[config.mk]
export PLATFORM = sky130hd
export DESIGN_NAME = rtem_ctrl
export DESIGN_NICKNAME = d
export VERILOG_FILES = /design/src/sv/rtem_pkg.sv /design/src/sv/rtem_ctrl.sv
export SDC_FILE = /design/constraint.sdc
export NUM_CORES = 1
export LEC_CHECK = 0
export ABC_AREA = 1
export BUFFER_PORTS_ARGS = -buffer_cell sky130_fd_sc_hd__buf_4
export CAP_MARGIN = 0
export CORE_AREA = 10 10 47 49
export DETAILED_ROUTE_END_ITERATION = 10
export DIE_AREA = 0 0 57 59
export PLACE_DENSITY_LB_ADDON = 0.1
export SYNTH_ARGS = -nofsm -noshare
export SYNTH_HDL_FRONTEND = slang
export SYNTH_SLANG_ARGS = --single-unit
[constraint.sdc]
create_clock -name clk -period 2.9 [get_ports clk]
set_input_delay 0.87 -clock clk [delete_from_list [all_inputs] [get_ports clk]]
set_output_delay 0.87 -clock clk [all_outputs]
set_load 0.05 [all_outputs]
[src/sv/rtem_pkg.sv]
// Package with item types, command and status codes, and control structs of the route table.
`timescale 1ns / 1ps

package rtem_pkg;

  // Command codes
  localparam logic [1:0] CMD_ADD    = 2'd0;
  localparam logic [1:0] CMD_REMOVE = 2'd1;
  localparam logic [1:0] CMD_LOOKUP = 2'd2;

  // Status codes
  localparam logic [1:0] ST_OK      = 2'd0;
  localparam logic [1:0] ST_UPDATED = 2'd1;
  localparam logic [1:0] ST_ABSENT  = 2'd2;
  localparam logic [1:0] ST_FULL    = 2'd3;

  // Next hop returned by anything but a lookup hit
  localparam logic signed [31:0] MISS_HOP = -32'sd1;

  // Bucket remainder cycles: reciprocal product, quotient times buckets, correction
  localparam int MOD_STEPS  = 3;
  localparam int MOD_CNT_W  = $clog2(MOD_STEPS);

  typedef struct packed {
    logic [1:0]         cmd;
    logic signed [31:0] dest_addr;
    logic signed [31:0] hop_in;
  } req_item_t;

  typedef struct packed {
    logic signed [31:0] hop_out;
    logic [1:0]         status;
  } rsp_item_t;

  // Commands from the controller to the datapath
  typedef struct packed {
    logic clr_step;
    logic load;
    logic mod_step;
    logic rd;
    logic commit;
  } ctrl_cmd_t;

  // Status from the datapath to the controller
  typedef struct packed {
    logic clr_last;
    logic out_free;
  } dp_stat_t;

endpackage

[src/sv/rtem_ctrl.sv]
// Controller state machine of the route table: clear sweep, remainder steps, read and commit.
`timescale 1ns / 1ps

module rtem_ctrl
  import rtem_pkg::*;
(
  input  logic       clk,
  input  logic       rst,
  input  logic       req_valid,
  output logic       req_ready,
  input  dp_stat_t   stat,
  output ctrl_cmd_t  cmd
);

  typedef enum logic [4:0] {
    S_CLEAR = 5'b00001,
    S_IDLE  = 5'b00010,
    S_MOD   = 5'b00100,
    S_READ  = 5'b01000,
    S_LOOK  = 5'b10000
  } state_t;

  state_t               state, state_next;
  logic [MOD_CNT_W-1:0] mod_cnt, mod_cnt_next;

  // Drive datapath commands from the current state
  always_comb begin
    cmd.clr_step = (state == S_CLEAR);
    cmd.load     = (state == S_IDLE) && req_valid;
    cmd.mod_step = (state == S_MOD);
    cmd.rd       = (state == S_READ);
    cmd.commit   = (state == S_LOOK) && stat.out_free;
  end

  assign req_ready = (state == S_IDLE);

  // Next state
  always_comb begin
    state_next   = state;
    mod_cnt_next = mod_cnt;
    unique case (state)
      S_CLEAR: begin
        if (stat.clr_last) state_next = S_IDLE;
      end
      S_IDLE: begin
        mod_cnt_next = '0;
        if (req_valid) state_next = S_MOD;
      end
      S_MOD: begin
        mod_cnt_next = mod_cnt + MOD_CNT_W'(1);
        if (mod_cnt == MOD_CNT_W'(MOD_STEPS - 1)) state_next = S_READ;
      end
      S_READ: begin
        state_next = S_LOOK;
      end
      S_LOOK: begin
        if (stat.out_free) state_next = S_IDLE;
      end
      default: begin
        state_next = S_CLEAR;
      end
    endcase
  end

  always_ff @(posedge clk) begin
    if (rst) begin
      state   <= S_CLEAR;
      mod_cnt <= '0;
    end else begin
      state   <= state_next;
      mod_cnt <= mod_cnt_next;
    end
  end

endmodule

; ---- After elaboration in Yosys (flattened, before gate mapping)
; Cells that the tools add are included.
[word_totals]
regBits = 7
inputBits = 5
elab_cells = 23
[classes]
add_sub_neg = 1
n_eq_ne = 10
mux = 6
reduce_logical = 4
[ops]
columns = operator, n
row1 = 5-bit one-hot mux with 5 select lines, 1
row2 = 5-bit 2-to-1 mux, 4
row3 = 2-bit != test (second input constant), 3
row4 = 5-bit by 1-bit == test with 1-bit output (second input constant), 1
row5 = 5-bit by 2-bit == test with 1-bit output (second input constant), 1
row6 = 5-bit by 3-bit == test with 1-bit output (second input constant), 1
row7 = 5-bit by 4-bit == test with 1-bit output (second input constant), 1
row8 = 5-bit == test (second input constant), 1
row9 = 2-bit one-hot mux with 2 select lines, 1
row10 = 4-bit AND reduction, 1
row11 = 2-bit by 1-bit adder with 2-bit output (second input constant), 1
row12 = 2-bit == test (second input constant), 1
row13 = 1-bit logical AND, 2
row14 = 2-bit by 1-bit != test with 1-bit output (second input constant), 1
row15 = 2-bit nonzero test, 1

; ---- Logic depth before layout (Yosys ltp)
; Gate-level depths: netlist of run 1.
[depth]
word_depth = 3
depth_mapped = 9
mapped_depth_nobuf = 9

; ---- Worst setup path before layout of run 1
; No wires, ideal clock.
[synth_path]
path_kind = input to output
startpoint = input port stat[0] in the netlist's numbering
endpoint = output port cmd[0] in the netlist's numbering
arrival_time_ns = 1.979
t_required_ns = 2.030
slack_ns = 0.051
path_stages = 2
n_path_buf = 0
path_cell_list = inv_1 nor3_1
[synth_lines]
columns = element, line_no
row1 = start: declaration, rtem_ctrl.sv:11  ; input dp_stat_t stat,
row2 = end: declaration, rtem_ctrl.sv:12  ; output ctrl_cmd_t cmd

==> qor.csv, run 1 <==
metric;value;unit
io-pin-count;11;
cts_tree;done;
vias;405;
critPathMaxStageDelay;230;ps
place_congestion;0.725;
slew_headroom;0.832;
wire_per_inst;10.7;um
p_per_area;662;mW/mm^2
total_power;0.345;mW
area_delta_synth_final;30.4;%
clock_path_buffers;2;
setup_viol;0;
peakVddDrop;191;uV
die_w;57;um
crit_family;buffers and inverters;
placed_cells;85;
die-area;0.00336;mm^2
critPathMaxFanout;2;
num_antenna_cells;0;
vias_per_cell;4.55;
core_area;0.00140;mm^2
holdWs;488;ps
crit_chain;buf_4, inv_1, nor3_1, buf_4;
finalMaxSlewViolations;0;
reg2reg_depth;9;
reg2reg_slack;1660;ps
routed_wl;951;um
rsz0062_at_grt;false;
max-cap-violations;0;
clock_tree.root_cell;clkbuf_4;
reg2reg_from;mod_cnt[0];
dr.pass1.iters;1;
clock.fmax;445;MHz
leakagePower;0.263;nW
holdPathEnd;mod_cnt[1];
r2r-end;state[1];
fp.dieH;59;um
hold_viol_final;0;
drive_above_1_share;0.315;
cp.arrival;1380;ps
synth-edff-count;0;
clkSlewWorstSetupHoldPaths;50;ps
synth_most_common_cell;inv_1;
ys_top_cells_by_count;inv_1, nor2_1, dfxtp_1, nand2_1, nand4_1;
drt_first_iter_violations;0;
status;completed;
rows;14;
stdcell_count;89;
grt_overflow_total;0;
finalCritPeriodShare;0.775;
avgSynthCellArea;6.76;um^2
synth_top_flop_cell;dfxtp_1;
postSynthCellCount;59;
path_class;in -> out;
fin_setup_tns;0;ps
clock_skew;1.96;ps
syn_area;399;um^2
cts_sinks;7;
grt_use_total;0.0614;
synth_async_sr_flop_share;0;
hp-class;reg -> reg;
antenna_found_initial;0;
drc;0;
crit_path_top_delay_cell;buf_4;
cp.required;2030;ps
htree_levels;1;
place_ws;660;ps
grt_pass1_vias;397;
crit_top_cell;buf_4;
crit_path_start_kind;input pin;
whs_path_depth;2;
nets;80;
cts_setup_buffers;0;
synth_top_area_share;0.351;
grt_pass1_wl;1620;um
hpwlAfterDp;775;um
synth-seq-cells;7;
yosysTopAreaCell;dfxtp_1;
crit_buf_inv;3;
min_period;2250;ps
synth_area_leaders;dfxtp_1, inv_1, nand4_1;
start_util;0.285;
holdBufCountCts;0;
antenna_left;0;
cts_buffers;3;
holdCritStartpoint;mod_cnt[1];
insertion_delay;240;ps
ctsResizeCount;0;
ys_seq_area_frac;0.351;
setup_ws;652;ps
ys_types;14;
io_buffers;10;
tightest_slew;252;ps
end_kind;output pin;
yosysWarningCount;0;
syn-num-nets;65;
fillers;159;
grt_max_degree;9;
-- flip-flops by register name (all words and copies together) (netlist names) --
| register | cells |
|---|---|
| state | 5 |
| mod_cnt | 2 |
-- cells in the final DEF (no fill, tap or decap) --
cell type	n
inv_1	11
buf_4	10
nor2_1	8
nand2_1	7
dfxtp_1	7
nand4_1	6
nor2_2	5
a21oi_1	4
inv_2	3
clkbuf_4	3
nand3_2	2
nand3_1	2
nor3_1	1
or2_0	1
a211oi_1	1
ha_1	1
clkbuf_1	1
-- metrics by stage --
step	instance area (um^2)	util
3_5_place_dp	494	0.353
4_1_cts	520	0.371
2_1_floorplan	399	-
6_report	520	0.371
3_3_place_gp	494	0.353
5_1_grt	520	0.371
-- metal layers --
metal	GRT usage	wire, um
met1	0.0644	461
met2	0.0961	434
met3	0.0236	45
met4	0.0503	9
met5	0	0
-- where the power goes --
group	total (mW)	switching (mW)	internal, mW
clock	0.0863	0.0339	0.0524
combinational	0.140	0.0973	0.0431
sequential	0.118	0.0109	0.107
total	0.345	0.142	0.203
-- worst reg2reg max path, stage by stage (launching register included) --
cell and delay, ps:
dfxtp_1 290, inv_1 80, ha_1 150, inv_1 40, nand4_1 110, nand2_1 70, nor2_1 230, nand2_1 80
nand2_1 70, nor2_1 30
-- kinds of logic (layout without fill, tap and decap cells) --
logic type / count (synthesis) / count (layout) / synth area share
adder cells (fa/ha/maj): 1 / 1 / 0.0313
AO/OA/AOI/OAI: 5 / 5 / 0.0690
AND/OR/NAND/NOR: 32 / 32 / 0.417
flip-flops: 7 / 7 / 0.351
buffers and inverters: 14 / 28 / 0.132
-- layout make-up --
| type | count | area (um^2) | share of cell area |
|---|---|---|---|
| multi-input cells | 38 | 206 | 0.397 |
| flip-flops and latches | 7 | 140 | 0.269 |
| repair buffers | 10 | 75.1 | 0.144 |
| inverters | 14 | 52.6 | 0.101 |
| clock buffers | 4 | 26.3 | 0.0505 |
| well taps | 16 | 20.0 | 0.0385 |
-- worst max-delay path by stage --
stage	startpoint	cells after the start	endpoint
after floorplan	stat[0]	2	cmd[0]
after CTS	stat[0]	4	cmd[0]
after global placement	stat[0]	4	cmd[0]
after detailed placement	stat[0]	4	cmd[0]
after global routing	stat[0]	4	cmd[0]
final	stat[0]	4	cmd[0]
No activity file was read; power rests on OpenSTA's default activity.
==> run 2, diff against run 1 <==
==> constraint.sdc (replaced) <==
create_clock -name clk -period 1.8 [get_ports clk]
set_input_delay 0.54 -clock clk [delete_from_list [all_inputs] [get_ports clk]]
set_output_delay 0.54 -clock clk [all_outputs]
set_load 0.05 [all_outputs]
==> run 2 against run 1 <==
  * Largest cell class unchanged
  * Non-clock buffer count increased by 3
  * Critical path depth unchanged
  * Routed wire length increased by 1.8%
  * Sequential share of layout area decreased by 3.0 points
  * Critical path type is now reg -> out
  * Largest power group unchanged
  * Via count increased by 2.7%
==> qor.csv, run 2 (synthesized netlist as in run 1, its figures left out) <==
metric;value;unit;change
vias_per_cell;4.52;;-0.63%
die_w;57;um;unchanged
grt_use_total;0.0620;;+0.000513
dpl-instance-area;499;um^2;+1.0%
crit_path_start_kind;register;;
area_delta_synth_final;51.7;%;
insertion_delay;240;ps;about the same
min_period;1740;ps;
fp.dieH;59;um;unchanged
grt_overflow_total;0;;unchanged
setup_viol;0;;unchanged
fillers;160;;+0.63%
critPathMaxFanout;6;;+4
clock_tree.root_cell;clkbuf_4;;
clock.fmax;575;MHz;
grt_pass1_wl;1630;um;+0.43%
antenna_found_initial;0;;unchanged
final_cell_area;606;um^2;+16%
clkSlewWorstSetupHoldPaths;50;ps;about the same
status;completed;;
hp-class;reg -> reg;;
dr.pass1.iters;4;;+3
peakVddDrop;339;uV;+78%
cp.arrival;1200;ps;-180 ps
clock_path_buffers;2;;unchanged
start_util;0.285;;unchanged
finalCritPeriodShare;0.966;;
mostFrequentLayoutCells;inv_1, buf_4, nor2_1;;
seqCellArea;145;um^2;+3.6%
hpwlAfterDp;757;um;-2.3%
tightest_slew;225;ps;-26.2 ps
cts_sinks;7;;unchanged
slew_headroom;0.849;;+0.0175
core_area;0.00140;mm^2;unchanged
nets;83;;+3.8%
leakagePower;0.285;nW;+8.7%
vias;416;;+2.7%
antenna_left;0;;unchanged
num_antenna_cells;0;;unchanged
final_common_cell;inv_1;;
largest_register_ffs;5;;unchanged
path_class;reg -> out;;
htree_levels;1;;unchanged
drive_above_1_share;0.408;;+0.0928
clock_skew;1.41;ps;-0.546 ps
place_congestion;0.717;;-1.1%
cp.required;1260;ps;-770 ps
routed_wl;968;um;+1.8%
hold_viol_final;0;;unchanged
io-pin-count;11;;unchanged
grt_max_degree;9;;unchanged
die-area;0.00336;mm^2;unchanged
largest-register;state;;
rows;14;;unchanged
drc;0;;unchanged
largestRegisters;state x5, mod_cnt x2;;
cts_tree;done;;
end_kind;output pin;;
finalMaxSlewViolations;0;;unchanged
holdBufCountCts;0;;unchanged
wire_per_inst;10.5;um;-1.5%
multiInputGateArea;239;um^2;+16%
max-cap-violations;0;;unchanged
rsz0062_at_grt;true;;
grt_pass1_vias;408;;+2.8%
p_per_area;986;mW/mm^2;+49%
io_buffers;10;;unchanged
drt_first_iter_violations;8;;+8
cts_buffers;3;;unchanged
holdWs;496;ps;+8.36 ps
## run 2: area by class of cell
cell class | count | share of cell area
clock buffer | 4 | 0.0434
inverter | 14 | 0.0909
multi-input combinational | 38 | 0.395
sequential | 7 | 0.240
tap | 16 | 0.0331
timing repair buffer | 13 | 0.198
## run 2: stage by stage
stage,worst slack (ps),instances,power (mW),TNS [ps],util
2_1_floorplan,29.6,59,0.363,0,-
3_3_place_gp,212,85,0.425,0,0.356
3_5_place_dp,209,85,0.423,0,0.356
4_1_cts,-6.32,89,0.580,-6.32,0.390
5_1_grt,-19.7,92,0.639,-43.5,0.432
6_report,62.0,92,0.597,0,0.432
## run 2: path summary, 6_finish.rpt
path               from         end  slack [ps]  cells after the start
max            state[2]      cmd[3]          60                      4
min          mod_cnt[1]  mod_cnt[1]         500                      2
min reg2reg  mod_cnt[1]  mod_cnt[1]         500                      2
max reg2reg  mod_cnt[0]    state[1]         590                      9
## run 2: worst max-delay path: stages, from the launching register on
cell and delay [ps]:
dfxtp_1 330, nor2_4 210, nand3_4 130, nor2_4 130
buf_8 160
## run 2: metal layers
| layer | vias up | global-route usage | part of all wire |
|---|---|---|---|
| li1 | 223 | - | - |
| met4 | 0 | 0.0503 | 0.012 |
| met5 | - | 0 | 0 |
| met3 | 2 | 0.0408 | 0.11 |
| met2 | 10 | 0.0837 | 0.43 |
| met1 | 181 | 0.0658 | 0.45 |
## run 2: timing repair
action,4_1_cts,5_1_grt
endpoints found under the setup margin,4,6
gates resized for setup,6,10
pin swaps,0,1
buffers inserted,0,3
## run 2: report_power, final
part           internal [mW]  switching (mW)  leakage [nW]
logic                 0.0890           0.166         0.213
clock network         0.0844          0.0546        0.0150
registers              0.179          0.0244        0.0572
==> run 3, diff against run 2 <==
--- a/config.mk
+++ b/config.mk
@@ -8,10 +8,11 @@
 export ABC_AREA = 1
 export BUFFER_PORTS_ARGS = -buffer_cell sky130_fd_sc_hd__buf_4
 export CAP_MARGIN = 0
-export CORE_AREA = 10 10 47 49
+export CORE_AREA = 2 2 39 41
 export DETAILED_ROUTE_END_ITERATION = 10
-export DIE_AREA = 0 0 57 59
+export DIE_AREA = 0 0 41 43
 export PLACE_DENSITY_LB_ADDON = 0.1
+export RECOVER_POWER = 100
 export SYNTH_ARGS = -nofsm -noshare
 export SYNTH_HDL_FRONTEND = slang
 export SYNTH_SLANG_ARGS = --single-unit
==> constraint.sdc (replaced) <==
create_clock -name clk -period 2.1 [get_ports clk]
set_input_delay 0.63 -clock clk [delete_from_list [all_inputs] [get_ports clk]]
set_output_delay 0.63 -clock clk [all_outputs]
set_load 0.05 [all_outputs]
==> run 3 against run 2 <==
  * Clock-buffer cell count did not move
  * Core utilization shrank 6.0 points
  * Clock skew is 3.8 ps higher
  * Via count shrank 1.4%
  * Clock power decreased by 12%
  * Critical endpoint is now cmd[1]
  * Largest power group unchanged
  * Worst hold slack got worse by 11 ps
  * Sequential power is 20% lower
  * Setup slack better by 44 ps
==> qor.csv, run 3 (synthesized netlist as in run 1, its figures left out) <==
metric;value;unit;change
status;completed;;
min_period;1990;ps;
cts_tree;done;;
die-area;0.00176;mm^2;-48%
io_buffers;10;;unchanged
hpwlAfterDp;663;um;-12%
place_congestion;0.686;;-4.4%
max-cap-violations;0;;unchanged
drt_first_iter_violations;5;;-3
grt_overflow_total;0;;unchanged
io-pin-count;11;;unchanged
leakagePower;0.260;nW;-8.9%
num_antenna_cells;0;;unchanged
clock_path_buffers;2;;unchanged
setup_ws;106;ps;+44.3 ps
die_w;41;um;-28%
cts_sinks;7;;unchanged
finalMaxSlewViolations;0;;unchanged
stdcell_count;89;;-3.3%
drive_above_1_share;0.329;;-0.0791
intPower;0.272;mW;-23%
clock_skew;5.22;ps;+3.81 ps
grt_pass1_wl;1370;um;-16%
place_ws;363;ps;+154 ps
drc;0;;unchanged
crit_chain;nor2_2, nand4_1, inv_1, buf_2;;
start_util;0.288;;+0.00361
fp.dieH;43;um;-27%
final_common_cell;inv_1;;
cts_buffers;3;;unchanged
finalCritPeriodShare;0.949;;
peakVddDrop;426;uV;+26%
largest_register_ffs;5;;unchanged
dr.pass1.iters;4;;unchanged
p_per_area;915;mW/mm^2;-7.1%
critPathMaxFanout;5;;-1
largestRegisters;state x5, mod_cnt x2;;
setup_viol;0;;unchanged
end_kind;output pin;;
largest-register;state;;
wire_per_inst;9.51;um;-9.7%
mostFrequentLayoutCells;inv_1, nor2_1, nand2_1, dfxtp_1, nand4_1;;
nets;80;;-3.6%
clock_tree.root_cell;clkbuf_4;;
cts_setup_buffers;0;;unchanged
switchingPower;0.200;mW;-18%
core_area;0.00138;mm^2;-1.2%
vias;410;;-1.4%
fillers;157;;-1.9%
grt_max_degree;9;;unchanged
antenna_found_initial;0;;unchanged
placed_cells;85;;unchanged
switching_share;0.424;;+0.0145
rows;14;;unchanged
ctsResizeCount;0;;-6
htree_levels;1;;unchanged
clock.fmax;502;MHz;
path_class;reg -> out;;
tightest_slew;275;ps;+49.7 ps
antenna_left;0;;unchanged
routed_wl;846;um;-13%
holdBufCountCts;0;;unchanged
seq_power_share;0.345;;+0.004
crit_path_top_delay_cell;dfxtp_1;;
cp.required;1470;ps;+210 ps
grt_pass1_vias;344;;-16%
p_clk_frac;0.259;;+0.026
slew_headroom;0.817;;-0.0318
pwr-share-comb;0.396;;-0.030
insertion_delay;250;ps;about the same
crit_path_start_kind;register;;
hp-class;reg -> reg;;
cp.arrival;1360;ps;+160 ps
fin_setup_tns;0;ps;unchanged
area_delta_synth_final;29.2;%;
rsz0062_at_grt;false;;
vias_per_cell;4.61;;+1.9%
critPathMaxStageDelay;330;ps;about the same
hold_viol_final;0;;unchanged
grt_use_total;0.122;;+0.0604
clkSlewWorstSetupHoldPaths;50;ps;about the same
==> run 3: cell types whose count changed in the layout (fill, tap and decap cells not counted), sizes merged <==
cell and change:
clkbuf +4, buf -7
==> run 3: worst max-delay path: cells and delay by family (launching register included) <==
kind | cells | cell delay, ps
buf+inv | 2 | 350
flops | 1 | 330
simple gates | 2 | 440
==> run 3: path summary, 6_finish.rpt <==
path | startpoint | endpoint | slack [ps] | depth (start not counted)
max reg2reg | mod_cnt[0] | state[1] | 890 | 9
max | state[0] | cmd[1] | 110 | 4
min reg2reg | mod_cnt[1] | mod_cnt[1] | 480 | 2
min | mod_cnt[1] | mod_cnt[1] | 480 | 2
==> run 3: power groups by stage <==
stage | clock network (mW) | registers, mW | logic (mW)
after floorplan | 0 | 0.164 | 0.147
after global placement | 0 | 0.166 | 0.196
after detailed placement | 0 | 0.166 | 0.196
after CTS | 0.131 | 0.163 | 0.197
after global routing | 0.134 | 0.166 | 0.202
final | 0.122 | 0.163 | 0.187
==> run 3: cell type report <==
type	instances	area, um^2	area share
Sequential cell	7	140	0.272
Tap cell	16	20.0	0.0388
Clock buffer	4	26.3	0.0510
Inverter	14	52.6	0.102
Timing Repair Buffer	10	65.1	0.126
Multi-Input combinational cell	38	211	0.410
==> run 3: per-layer routing <==
layer,track usage,part of all wire,vias up
li1,-,-,218
met1,0.157,0.45,180
met2,0.153,0.48,10
met3,0.0314,0.054,2
met4,0.120,0.014,0
met5,0,0,-
==> run 3: through the flow <==
step	hold slack [ps]	power, mW	cell area (um^2)	util
2_1_floorplan	461	0.311	404	-
3_3_place_gp	491	0.362	499	0.361
3_5_place_dp	484	0.362	499	0.361
4_1_cts	492	0.491	526	0.380
5_1_grt	519	0.503	515	0.373
6_report	485	0.472	515	0.373
